File: config.mk
export PLATFORM = sky130hd
export DESIGN_NAME = pcs_ctrl
export DESIGN_NICKNAME = d
export VERILOG_FILES = /design/src/sv/pcs_pkg.sv /design/src/sv/pcs_ctrl.sv
export SDC_FILE = /design/constraint.sdc
export NUM_CORES = 1
export LEC_CHECK = 0
export BUFFER_PORTS_ARGS = -buffer_cell sky130_fd_sc_hd__buf_2
export CORE_MARGIN = 5
export CORE_UTILIZATION = 25
export DETAILED_ROUTE_END_ITERATION = 10
export PLACE_DENSITY_LB_ADDON = 0.1
export SLEW_MARGIN = 20
export SYNTH_ARGS = -nofsm -noshare
export SYNTH_HDL_FRONTEND = slang
export SYNTH_SLANG_ARGS = --single-unit
export TNS_END_PERCENT = 100
File: constraint.sdc
create_clock -name i_clk -period 3.05 [get_ports i_clk]
set_input_delay 0.61 -clock i_clk [delete_from_list [all_inputs] [get_ports i_clk]]
set_output_delay 0.61 -clock i_clk [all_outputs]
set_load 0.02 [all_outputs]
File: src/sv/pcs_pkg.sv
// ----------------------------------------------------------------------------
// pcs_pkg
// Shared types, widths and codes for the percentile contrast stretch block.
// ----------------------------------------------------------------------------
`default_nettype none

package pcs_pkg;

    // field and storage widths
    localparam int PIX_W      = 8;
    localparam int PCT_W      = 7;
    localparam int CNT_W      = 21;
    localparam int BINS       = 256;
    localparam int BIN_IDX_W  = 8;
    localparam int TGT_W      = 28;   // percent * total
    localparam int CNT100_W   = 28;   // 100 * one bin count
    localparam int ACC_W      = 36;   // 100 * running sum over all bins
    localparam int LIM_CMP_W  = 25;   // wide enough for the pixel limit

    // default pixel count limit per frame
    localparam int MAX_PIXELS = 1048576;

    // numerator of the gain division
    localparam logic [PIX_W-1:0] DIV_NUM = 8'd255;
    localparam logic [PIX_W-1:0] PIX_MAX = 8'd255;

    // operation codes
    localparam logic OP_COUNT = 1'b0;
    localparam logic OP_MAP   = 1'b1;

    // configuration register indexes
    localparam int CFG_IDX_W  = 1;
    localparam int CFG_DATA_W = PCT_W;
    localparam logic [CFG_IDX_W-1:0] REG_LOW_PCT  = 1'd0;
    localparam logic [CFG_IDX_W-1:0] REG_HIGH_PCT = 1'd1;
    localparam logic [PCT_W-1:0] LOW_PCT_RST  = 7'd5;
    localparam logic [PCT_W-1:0] HIGH_PCT_RST = 7'd95;

    typedef struct packed {
        logic             op;
        logic [PIX_W-1:0] pixel;
    } t_in_item;

    typedef struct packed {
        logic [PIX_W-1:0] mapped_pixel;
        logic [PIX_W-1:0] lower_limit;
        logic [PIX_W-1:0] upper_limit;
    } t_out_item;

    // controller to datapath
    typedef struct packed {
        logic load_in;
        logic new_frame;
        logic cnt_rd;
        logic cnt_wr;
        logic sweep_init;
        logic sweep_run;
        logic div_start;
        logic out_load;
    } t_dp_cmd;

    // datapath to controller
    typedef struct packed {
        logic total_ok;
        logic sweep_done;
        logic div_busy;
        logic out_free;
    } t_dp_status;

endpackage

`default_nettype wire

File: src/sv/pcs_ctrl.sv
// ----------------------------------------------------------------------------
// pcs_ctrl
// Sequencer for counting, limit sweep, gain division and mapping.
// ----------------------------------------------------------------------------
`default_nettype none

module pcs_ctrl (
    input  wire logic                i_clk,
    input  wire logic                i_rst_n,
    input  wire logic                i_in_valid,
    input  wire logic                i_in_op,
    output logic                     o_in_stall,
    input  wire pcs_pkg::t_dp_status i_status,
    output pcs_pkg::t_dp_cmd         o_cmd
);
    import pcs_pkg::*;

    localparam logic [2:0] S_IDLE     = 3'd0;
    localparam logic [2:0] S_CNT_RD   = 3'd1;
    localparam logic [2:0] S_CNT_WR   = 3'd2;
    localparam logic [2:0] S_SWP_INIT = 3'd3;
    localparam logic [2:0] S_SWP      = 3'd4;
    localparam logic [2:0] S_DIV_INIT = 3'd5;
    localparam logic [2:0] S_DIV      = 3'd6;
    localparam logic [2:0] S_MAP      = 3'd7;

    logic [2:0] r_state, n_state;
    logic       r_phase, n_phase;
    logic       in_acc;

    assign o_in_stall = (r_state != S_IDLE);
    assign in_acc     = i_in_valid && (r_state == S_IDLE);

    // next state and commands
    always_comb begin
        n_state = r_state;
        n_phase = r_phase;
        o_cmd   = '0;
        case (r_state)
            S_IDLE: begin
                if (in_acc) begin
                    o_cmd.load_in = 1'b1;
                    if (i_in_op == OP_COUNT) begin
                        o_cmd.new_frame = r_phase;
                        n_phase         = 1'b0;
                        n_state         = S_CNT_RD;
                    end else if (r_phase) begin
                        n_state = S_MAP;
                    end else begin
                        n_state = S_SWP_INIT;
                    end
                end
            end
            S_CNT_RD: begin
                o_cmd.cnt_rd = i_status.total_ok;
                n_state      = i_status.total_ok ? S_CNT_WR : S_IDLE;
            end
            S_CNT_WR: begin
                o_cmd.cnt_wr = 1'b1;
                n_state      = S_IDLE;
            end
            S_SWP_INIT: begin
                o_cmd.sweep_init = 1'b1;
                n_state          = S_SWP;
            end
            S_SWP: begin
                o_cmd.sweep_run = 1'b1;
                if (i_status.sweep_done) begin
                    n_state = S_DIV_INIT;
                end
            end
            S_DIV_INIT: begin
                o_cmd.div_start = 1'b1;
                n_state         = S_DIV;
            end
            S_DIV: begin
                if (!i_status.div_busy) begin
                    n_phase = 1'b1;
                    n_state = S_MAP;
                end
            end
            S_MAP: begin
                if (i_status.out_free) begin
                    o_cmd.out_load = 1'b1;
                    n_state        = S_IDLE;
                end
            end
            default: begin
                n_state = S_IDLE;
            end
        endcase
    end

    // state registers
    always_ff @(posedge i_clk) begin
        if (!i_rst_n) begin
            r_state <= S_IDLE;
            r_phase <= 1'b0;
        end else begin
            r_state <= n_state;
            r_phase <= n_phase;
        end
    end

endmodule

`default_nettype wire

# After elaboration in Yosys (flattened, before gate mapping)
# Index checks and enable logic that the tools add are counted.
# word_totals
regBits	4
latchBits	0
ramBits	0
romBits	0
input_bits	8
wordCells	42
memories	0
# classes
n_addsub	0
mul	0
div	0
magnitude_cmp	0
eq_ne	12
shift	0
muxes	22
bitwise	0
reduce_logical	6
# ops
operator	n
case mux 3 bit (8 select lines)	1
2-to-1 mux 3 bit	6
equality test 3 bit (second input constant)	4
2-to-1 mux 1 bit	11
inequality test 2 bit (second input constant)	5
AND reduction 4 bit	2
equality test 3 x 2 -> 1 bit (second input constant)	2
2-to-1 mux 2 bit	3
equality test 3 x 1 -> 1 bit (second input constant)	1
zero test 3 bit	1
nonzero test 3 bit	1
case mux 1 bit (2 select lines)	1
nonzero test 2 bit	1
logical AND 1 bit	1

# Logic depth before layout (Yosys ltp)
# Gate-level depths: netlist (run 1).
# depth
ltp_word	4
ltp_mapped	5
depth_no_buf	4

# Least setup slack after synthesis (run 1)
# OpenSTA, ideal clock, no wires.
# synth_path
path_kind	input to output
start	input i_in_valid
end	output o_cmd[6] (netlist bit)
arrival_time_ns	1.122
required_time_ns	2.440
setup_slack_ns	1.318
stages	2
path_buffers	0
path_cell_list	and3_2 > and3b_1
# synth_lines
element	line	text
start, declared	pcs_ctrl.sv:10	input wire logic i_in_valid,
end, declared	pcs_ctrl.sv:14	output pcs_pkg::t_dp_cmd o_cmd

==> results of run 1 <==
[cell type report]
cell class                      instances  area, sq um  area share
Multi-Input combinational cell         34          218       0.504
Clock buffer                            3         22.5      0.0522
Timing Repair Buffer                   16         80.1       0.186
Inverter                                2         12.5      0.0290
Sequential cell                         4         80.1       0.186
Tap cell                               15         18.8      0.0435
[stage by stage]
step | utilization | instance area, sq um | std cells | hold slack, ns
floorplan | - | 332 | 43 | 0.453
finish | 0.336 | 432 | 74 | 0.496
detailed placement | 0.318 | 409 | 71 | 0.498
global placement | 0.318 | 409 | 71 | 0.492
global route | 0.336 | 432 | 74 | 0.535
CTS | 0.336 | 432 | 74 | 0.504
[worst max-delay path, stage by stage (launching register included)]
cell and delay [ns]:
dfxtp_1 0.60, nor2_1 0.13, and3_2 0.24, and3b_1 0.15
buf_2 0.15
[layout by cell type, fill, tap and decap left out, types with 2 or more instances in the layout]
master / count
buf_2: 16
a21oi_1: 6
nand3_1: 4
dfxtp_1: 4
nand2_1: 3
nor2_1: 3
clkbuf_4: 3
and3_2: 2
[where the power goes]
group | internal, mW | switching, mW | total (mW)
Clock | 0.0439 | 0.0202 | 0.0641
Sequential | 0.0618 | 0.0319 | 0.0937
Combinational | 0.0512 | 0.0670 | 0.118
Total | 0.157 | 0.119 | 0.276
[cell usage after synthesis (2+ instances only)]
| cell type | number | share of area |
|---|---|---|
| dfxtp_1 | 4 | 0.24 |
| nand2_1 | 3 | 0.034 |
| and3_2 | 2 | 0.045 |
| nor2_1 | 3 | 0.034 |
| a21oi_1 | 6 | 0.091 |
| nand3_1 | 4 | 0.060 |
| buf_2 | 2 | 0.030 |
[state kept, by name, indices dropped and copies added (netlist names)]
name,count
r_state,3
r_phase,1
[path summary, 6_finish.rpt]
check                                              from                 endpoint  cells after the start
worst max-delay path            r_state[1]$_SDFFE_PN0P_                 o_cmd[6]                      4
worst min-delay path               r_phase$_SDFFE_PN0P_     r_phase$_SDFFE_PN0P_                      2
worst max register to register  r_state[2]$_SDFFE_PN0P_  r_state[1]$_SDFFE_PN0P_                      4
worst min register to register     r_phase$_SDFFE_PN0P_     r_phase$_SDFFE_PN0P_                      2
[logic make-up after synthesis]
kind of cell              count (synthesis)  share of synthesized area
and+or+nand+nor                          21                      0.381
xor gates and xnor gates                  1                     0.0264
DFF                                       4                      0.242
AOI/OAI and AO/OA                        12                      0.249
buffers and inverters                     5                      0.102
[metal layers]
metal	GRT usage	vias to the layer above	wire, um
li1	-	195	-
met1	0.133	174	401
met2	0.157	12	443
met3	0.0234	0	57
met4	0.0682	0	0
met5	0	-	0
==> metrics.txt, run 1 <==
Max Cap Viol 0; antenna viol nets, final 0; Seq/Total Area, Yosys 0.242; pwr dens roughly 640 nW/um^2; drt wl/cell 12.2 um; Num CTS Buffers 3; number of global-route vias before repair 386; Max Clock Skew between 0.003 and 0.004 ns; CTS tree built; final setup vio count 0; prevailing post-synth register cell dfxtp_1; via/cell ratio 5.15; Fin. Hold Viols 0; clk_lat worst skew about 0.23 ns; initial antenna violation count 0; Mean Syn Cell Area 7.71 sq um; CP Launch Type flop; CTS max path bufs 2; Syn Inst Count 43; Final Power approximately 0.28 mW; P_leak between 0.2 and 0.25 nW; outcome complete, no violations; number of post-CTS setup repair buffers 0; crit share post-route 0.691; clock-pin slew on the worst setup and hold paths 0.04 ns; Remaining DRCs 0; Worst slew margin 0.686; f_max between 400 and 500 MHz; detailed placement HPWL about 700 um; Layout area overhead 30.2%; Ant. Diodes 0; Initial DRC Count 7; critical path class reg -> out; Worst Tran Pin Value about 0.47 ns; CORE AREA about 1300 sq um; die width around 46 um; number of H-tree levels 1; Post-Route WL roughly 900 um; flop2flop setup slack 1.55 ns; CP Capture Type primary output; min-delay worst type reg -> reg; Crit Path Max Fanout 15; global-route wire length before repair 1620 um; total track usage 0.105; DR pass1 iterations 4; Die Area about 2200 sq um; post-synthesis register bit count 4; Peak VDD IR ~180 uV; synthesis warning total 0; layout cell share with drive strength beyond 1 0.390; hold_buf cts 0; WP data arrival roughly 1.5 ns; CTS Sinks 4; worst setup margin 0.943 ns; Post-synth EDFFs 0; pre-CTS setup slack roughly 1.2 ns; min Tclk post-route 2.11 ns; Via Count between 300 and 400; I/O pin total 17; root buf cell clkbuf_4; GP Congestion around 0.7; FFs w/ async S/R, synth 0; Cell Area, Synth 332 sq um; Final Slew Violations 0; Mapped Nets 51; Worst EP required around 2.4 ns; RSZ-0062 raised after global routing no; Fillers 156; GRT overflow 0; cts repair resizes 0; initial core utilization 0.258; layout net count 69; largest net degree at the start of global routing 16; Port Buf Inserts 16; row cnt 13; library cells used by synthesis 26; final setup TNS 0 ns; Die Y approximately 46 um
Note: power is estimated with default switching activity, not from simulation.
==> run 2, diff against run 1 <==
==> constraint.sdc (replaced) <==
create_clock -name i_clk -period 1.9 [get_ports i_clk]
set_input_delay 0.38 -clock i_clk [delete_from_list [all_inputs] [get_ports i_clk]]
set_output_delay 0.38 -clock i_clk [all_outputs]
set_load 0.02 [all_outputs]
==> run 2 against run 1 <==
Compared with the run above: clock skew fell by 0.0023 ns; power rose by 67%; sequential share of layout area fell by 0.62 points; cell count rose by 2.7%; combinational power rose by 92%; global-route usage rose by 1.0 points; setup slack got worse by 0.80 ns; critical path depth did not move; highest routed layer is now met4; die area did not move; critical endpoint unchanged; routed wire length rose by 2.7%; largest cell class unchanged; first-iteration DRC count rose by 140%.
==> metrics.txt, run 2 (same netlist as run 1, synthesis figures left out) <==
outcome complete, no violations; final setup vio count 0 (unchanged); Worst Path Buf+Inv 2 (+1); worst-path cell chain inv_6 -> and3_2 -> and3b_1 -> buf_2; total track usage 0.115 (+0.0103); P_leak 0.218 nW (+5.0%); Crit Path Max Fanout 11 (-4); drt wl/cell 12.2 um (about the same); pwr dens 1030 nW/um^2 (+62%); pre-CTS setup slack 0.388 ns (-0.802 ns); row cnt 13 (unchanged); CP Launch Type flop; Final Power 0.462 mW (+67%); initial core utilization 0.258 (unchanged); Port Buf Inserts 16 (unchanged); Max Cap Viol 0 (unchanged); max reg flops 3 (unchanged); commonest non-fill, non-tap cell in the layout buf_2; crit share post-route 0.926; Die Area 2150 sq um (unchanged); Layout area overhead 34.7%; Remaining DRCs 0 (unchanged); I/O pin total 17 (unchanged); Biggest register r_state; largest net degree at the start of global routing 12 (-4); Die Y 46.4 um (unchanged); CTS tree built; f_max ~570 MHz; CORE AREA 1280 sq um (unchanged); DR pass1 iterations 4 (unchanged); Post-Route WL 925 um (+2.7%); initial antenna violation count 0 (unchanged); wl on met1 385 um (-4.0%); clock-pin slew on the worst setup and hold paths 0.04 ns (about the same); Initial DRC Count 17 (+10); RSZ-0062 raised after global routing no; root buf cell clkbuf_4; Via Count 381 (unchanged); via/cell ratio 5.01 (-2.6%); Num CTS Buffers 3 (unchanged); layout cell share with drive strength beyond 1 0.410 (+0.0200); CP Capture Type primary output; Peak VDD IR 281 uV (+59%); Max Clock Skew 0.00105 ns (-0.00231 ns); antenna viol nets, final 0 (unchanged); slowest stage cell, crit path dfxtp_1; top layer in use met4; met2 WL 451 um (+1.8%); global-route wire length before repair 1700 um (+5.1%); Largest delay share family, worst path flip-flops; Worst EP required 1.52 ns (-0.92 ns); Area after DPL 424 sq um (+3.7%); detailed placement HPWL 750 um (+10%); Final Util 0.348 (+0.0117); worst setup margin 0.140 ns (-0.803 ns); critical path class reg -> out; Worst Tran Pin Value 0.444 ns (-0.0263 ns); WP data arrival 1.38 ns (-0.12 ns); Fin. Hold Viols 0 (unchanged); min Tclk post-route approximately 1.8 ns; Final Slew Violations 0 (unchanged); GP Congestion 0.721 (+3.3%); layout net count 71 (+2.9%); min-delay worst type in -> reg; slowest stage delay, CP 0.58 ns (-0.02 ns); clk_lat worst skew 0.23 ns (about the same); Worst slew margin 0.704 (+0.0175); GRT overflow 0 (unchanged); number of H-tree levels 1 (unchanged); Regs by FF count r_state (3), r_phase (1); number of post-CTS setup repair buffers 0 (unchanged); cts repair resizes 0 (unchanged); CTS max path bufs 2 (unchanged); Met3 Wirelength 70 um (+23%); number of global-route vias before repair 379 (-1.8%); final setup TNS 0 ns (unchanged); Ant. Diodes 0 (unchanged); Design Area, Final 447 sq um (+3.5%); CTS Sinks 4 (unchanged); die width 46.4 um (unchanged); hold_buf cts 0 (unchanged); most frequent cells in the layout 16 x buf_2, 6 x a21oi_1, 4 x nand3_1, 4 x dfxtp_1
-- run 2: cell types whose count changed in the layout (fill, tap and decap cells not counted), sizes merged --
cell  change
buf       +2
-- run 2: tightest hold or removal path, delay by kind of cell --
kind | cells | cell delay (ns)
compound gates | 1 | 0.11
buf+inv | 2 | 0.13
-- run 2: routing by layer --
| metal | track usage | vias up |
|---|---|---|
| met4 | 0.0852 | 0 |
| li1 | - | 198 |
| met2 | 0.181 | 14 |
| met3 | 0.0273 | 2 |
| met5 | 0 | - |
| met1 | 0.133 | 167 |
-- run 2: layout make-up --
cell class	instances	area [sq um]
Tap cell	15	18.8
Inverter	2	12.5
Multi-Input combinational cell	34	218
Timing Repair Buffer	18	95.1
Clock buffer	3	22.5
Fill cell	159	838
Sequential cell	4	80.1
-- run 2: stage by stage --
stage | instances | hold slack, ns
CTS | 76 | 0.431
global route | 76 | 0.471
floorplan | 43 | 0.453
global placement | 73 | 0.492
finish | 76 | 0.439
detailed placement | 73 | 0.500
-- run 2: path summary, 6_finish.rpt --
kind	cells after the start	slack, ns	to	start
worst max-delay path	4	0.14	o_cmd[6]	r_state[2]$_SDFFE_PN0P_
worst max register to register	4	0.43	r_state[1]$_SDFFE_PN0P_	r_state[2]$_SDFFE_PN0P_
worst min-delay path	3	0.44	r_state[2]$_SDFFE_PN0P_	i_rst_n
worst min register to register	2	0.49	r_phase$_SDFFE_PN0P_	r_phase$_SDFFE_PN0P_
-- run 2: power breakdown --
part | internal (mW) | switching [mW] | leakage (nW)
combinational | 0.0963 | 0.130 | 0.172
sequential | 0.0992 | 0.0342 | 0.0328
clock | 0.0705 | 0.0321 | 0.0138
==> run 3, diff against run 2 <==
==> constraint.sdc (replaced) <==
create_clock -name i_clk -period 2.2 [get_ports i_clk]
set_input_delay 0.44 -clock i_clk [delete_from_list [all_inputs] [get_ports i_clk]]
set_output_delay 0.44 -clock i_clk [all_outputs]
set_load 0.02 [all_outputs]
==> run 3 against run 2 <==
Compared with the run above: power down 15%; clock skew about the same; via count down 1.6%; largest cell class unchanged; largest power group unchanged; highest routed layer is now met3.
==> metrics.txt, run 3 (same netlist as run 1, synthesis figures left out) <==
f_max between 500 and 600 MHz; worst-path cell chain nor2_1 -> and3_2 -> and3b_1 -> buf_2; layout net count 70 (-1.4%); commonest non-fill, non-tap cell in the layout buf_2; min Tclk post-route 1.92 ns; Remaining DRCs 0 (unchanged); cts repair resizes 0 (unchanged); hold_buf cts 0 (unchanged); Max Cap Viol 0 (unchanged); Crit Path Max Fanout 15 (+4); Layout area overhead 32.5%; outcome complete, no violations; number of H-tree levels 1 (unchanged); Ant. Diodes 0 (unchanged); WP data arrival 1.48 ns (+0.10 ns); slowest stage delay, CP 0.58 ns (about the same); final setup TNS 0 ns (unchanged); pwr dens 894 nW/um^2 (-14%); root buf cell clkbuf_4; min-delay worst type in -> reg; GRT overflow 0 (unchanged); global-route wire length before repair 1470 um (-14%); CP Launch Type flop; Post-Route WL 898 um (-2.9%); CTS tree built; Fillers 149 (-6.3%); max reg flops 3 (unchanged); P_leak 0.213 nW (-2.4%); Via Count 375 (-1.6%); number of global-route vias before repair 333 (-12%); critical path class reg -> out; Max Clock Skew 0.000631 ns (-0.000423 ns); Regs by FF count r_state (3), r_phase (1); clk_lat worst skew 0.24 ns (about the same); Die Y 46.4 um (unchanged); total track usage 0.0972 (-0.0182); antenna viol nets, final 0 (unchanged); row cnt 13 (unchanged); largest net degree at the start of global routing 16 (+4); CP Capture Type primary output; most frequent cells in the layout 16 x buf_2, 6 x a21oi_1, 4 x nand3_1, 4 x dfxtp_1; Worst EP required 1.76 ns (+0.24 ns); number of post-CTS setup repair buffers 0 (unchanged); CTS max path bufs 2 (unchanged); Biggest register r_state; clock-pin slew on the worst setup and hold paths 0.04 ns (about the same); via/cell ratio 5.00 (-0.26%); slowest stage cell, crit path dfxtp_1; crit share post-route 0.874; Initial DRC Count 13 (-4); Final Util 0.342 (-0.00584); initial antenna violation count 0 (unchanged); I/O pin total 17 (unchanged); Worst Tran Pin Value 0.466 ns (+0.0220 ns); Final Slew Violations 0 (unchanged); CORE AREA 1280 sq um (unchanged); final setup vio count 0 (unchanged); Die Area 2150 sq um (unchanged); RSZ-0062 raised after global routing no; drt wl/cell 12.0 um (-1.6%); Peak VDD IR 338 uV (+20%); Worst slew margin 0.689 (-0.0147); Num CTS Buffers 3 (unchanged); Port Buf Inserts 16 (unchanged); die width 46.4 um (unchanged); CTS Sinks 4 (unchanged); DR pass1 iterations 3 (-1); GP Congestion 0.738 (+2.3%); layout cell share with drive strength beyond 1 0.400 (-0.00984); detailed placement HPWL 685 um (-8.7%); initial core utilization 0.258 (unchanged); Fin. Hold Viols 0 (unchanged)
run 3: path summary, 6_finish.rpt:
check                          start                 endpoint  slack, ns  cells after the start
max          r_state[1]$_SDFFE_PN0P_                 o_cmd[6]       0.28                      4
min                      i_status[1]     r_phase$_SDFFE_PN0P_       0.49                      3
max reg2reg  r_state[2]$_SDFFE_PN0P_  r_state[1]$_SDFFE_PN0P_       0.71                      4
min reg2reg     r_phase$_SDFFE_PN0P_     r_phase$_SDFFE_PN0P_       0.49                      2
run 3: final cells by class:
type                    instances  area [sq um]  area share
well taps                      15          18.8      0.0427
multi-input cells              34           218       0.496
clock buffers                   3          22.5      0.0513
flip-flops and latches          4          80.1       0.182
inverters                       2          12.5      0.0285
repair buffers                 17          87.6       0.199
run 3: critical path, delay by kind of cell (launching register included):
| kind | cells | cell delay [ns] |
|---|---|---|
| simple gates | 3 | 0.51 |
| buf+inv | 1 | 0.15 |
| flops | 1 | 0.58 |
run 3: metrics by stage:
| stage | std cells | total power [mW] | hold WS [ns] | setup slack [ns] | cell area, sq um |
|---|---|---|---|---|---|
| finish | 75 | 0.392 | 0.492 | 0.277 | 439 |
| global route | 75 | 0.428 | 0.504 | 0.148 | 439 |
| CTS | 75 | 0.396 | 0.484 | 0.292 | 439 |
| detailed placement | 72 | 0.302 | 0.491 | 0.541 | 417 |
| global placement | 72 | 0.305 | 0.495 | 0.539 | 417 |
| floorplan | 43 | 0.253 | 0.453 | 0.647 | 332 |
run 3: layer usage:
layer / part of all wire / vias up / track usage / routed length, um
met5: 0 / - / 0 / 0
met4: 0 / 0 / 0.0170 / 0
met3: 0.082 / 0 / 0.0625 / 74
met2: 0.44 / 12 / 0.137 / 395
met1: 0.48 / 168 / 0.124 / 428
li1: - / 195 / - / -
run 3: where the power goes:
group	switching (mW)	internal, mW	total [mW]
clock network	0.0309	0.0611	0.0920
logic	0.102	0.0769	0.179
registers	0.0363	0.0857	0.122
total	0.169	0.224	0.392
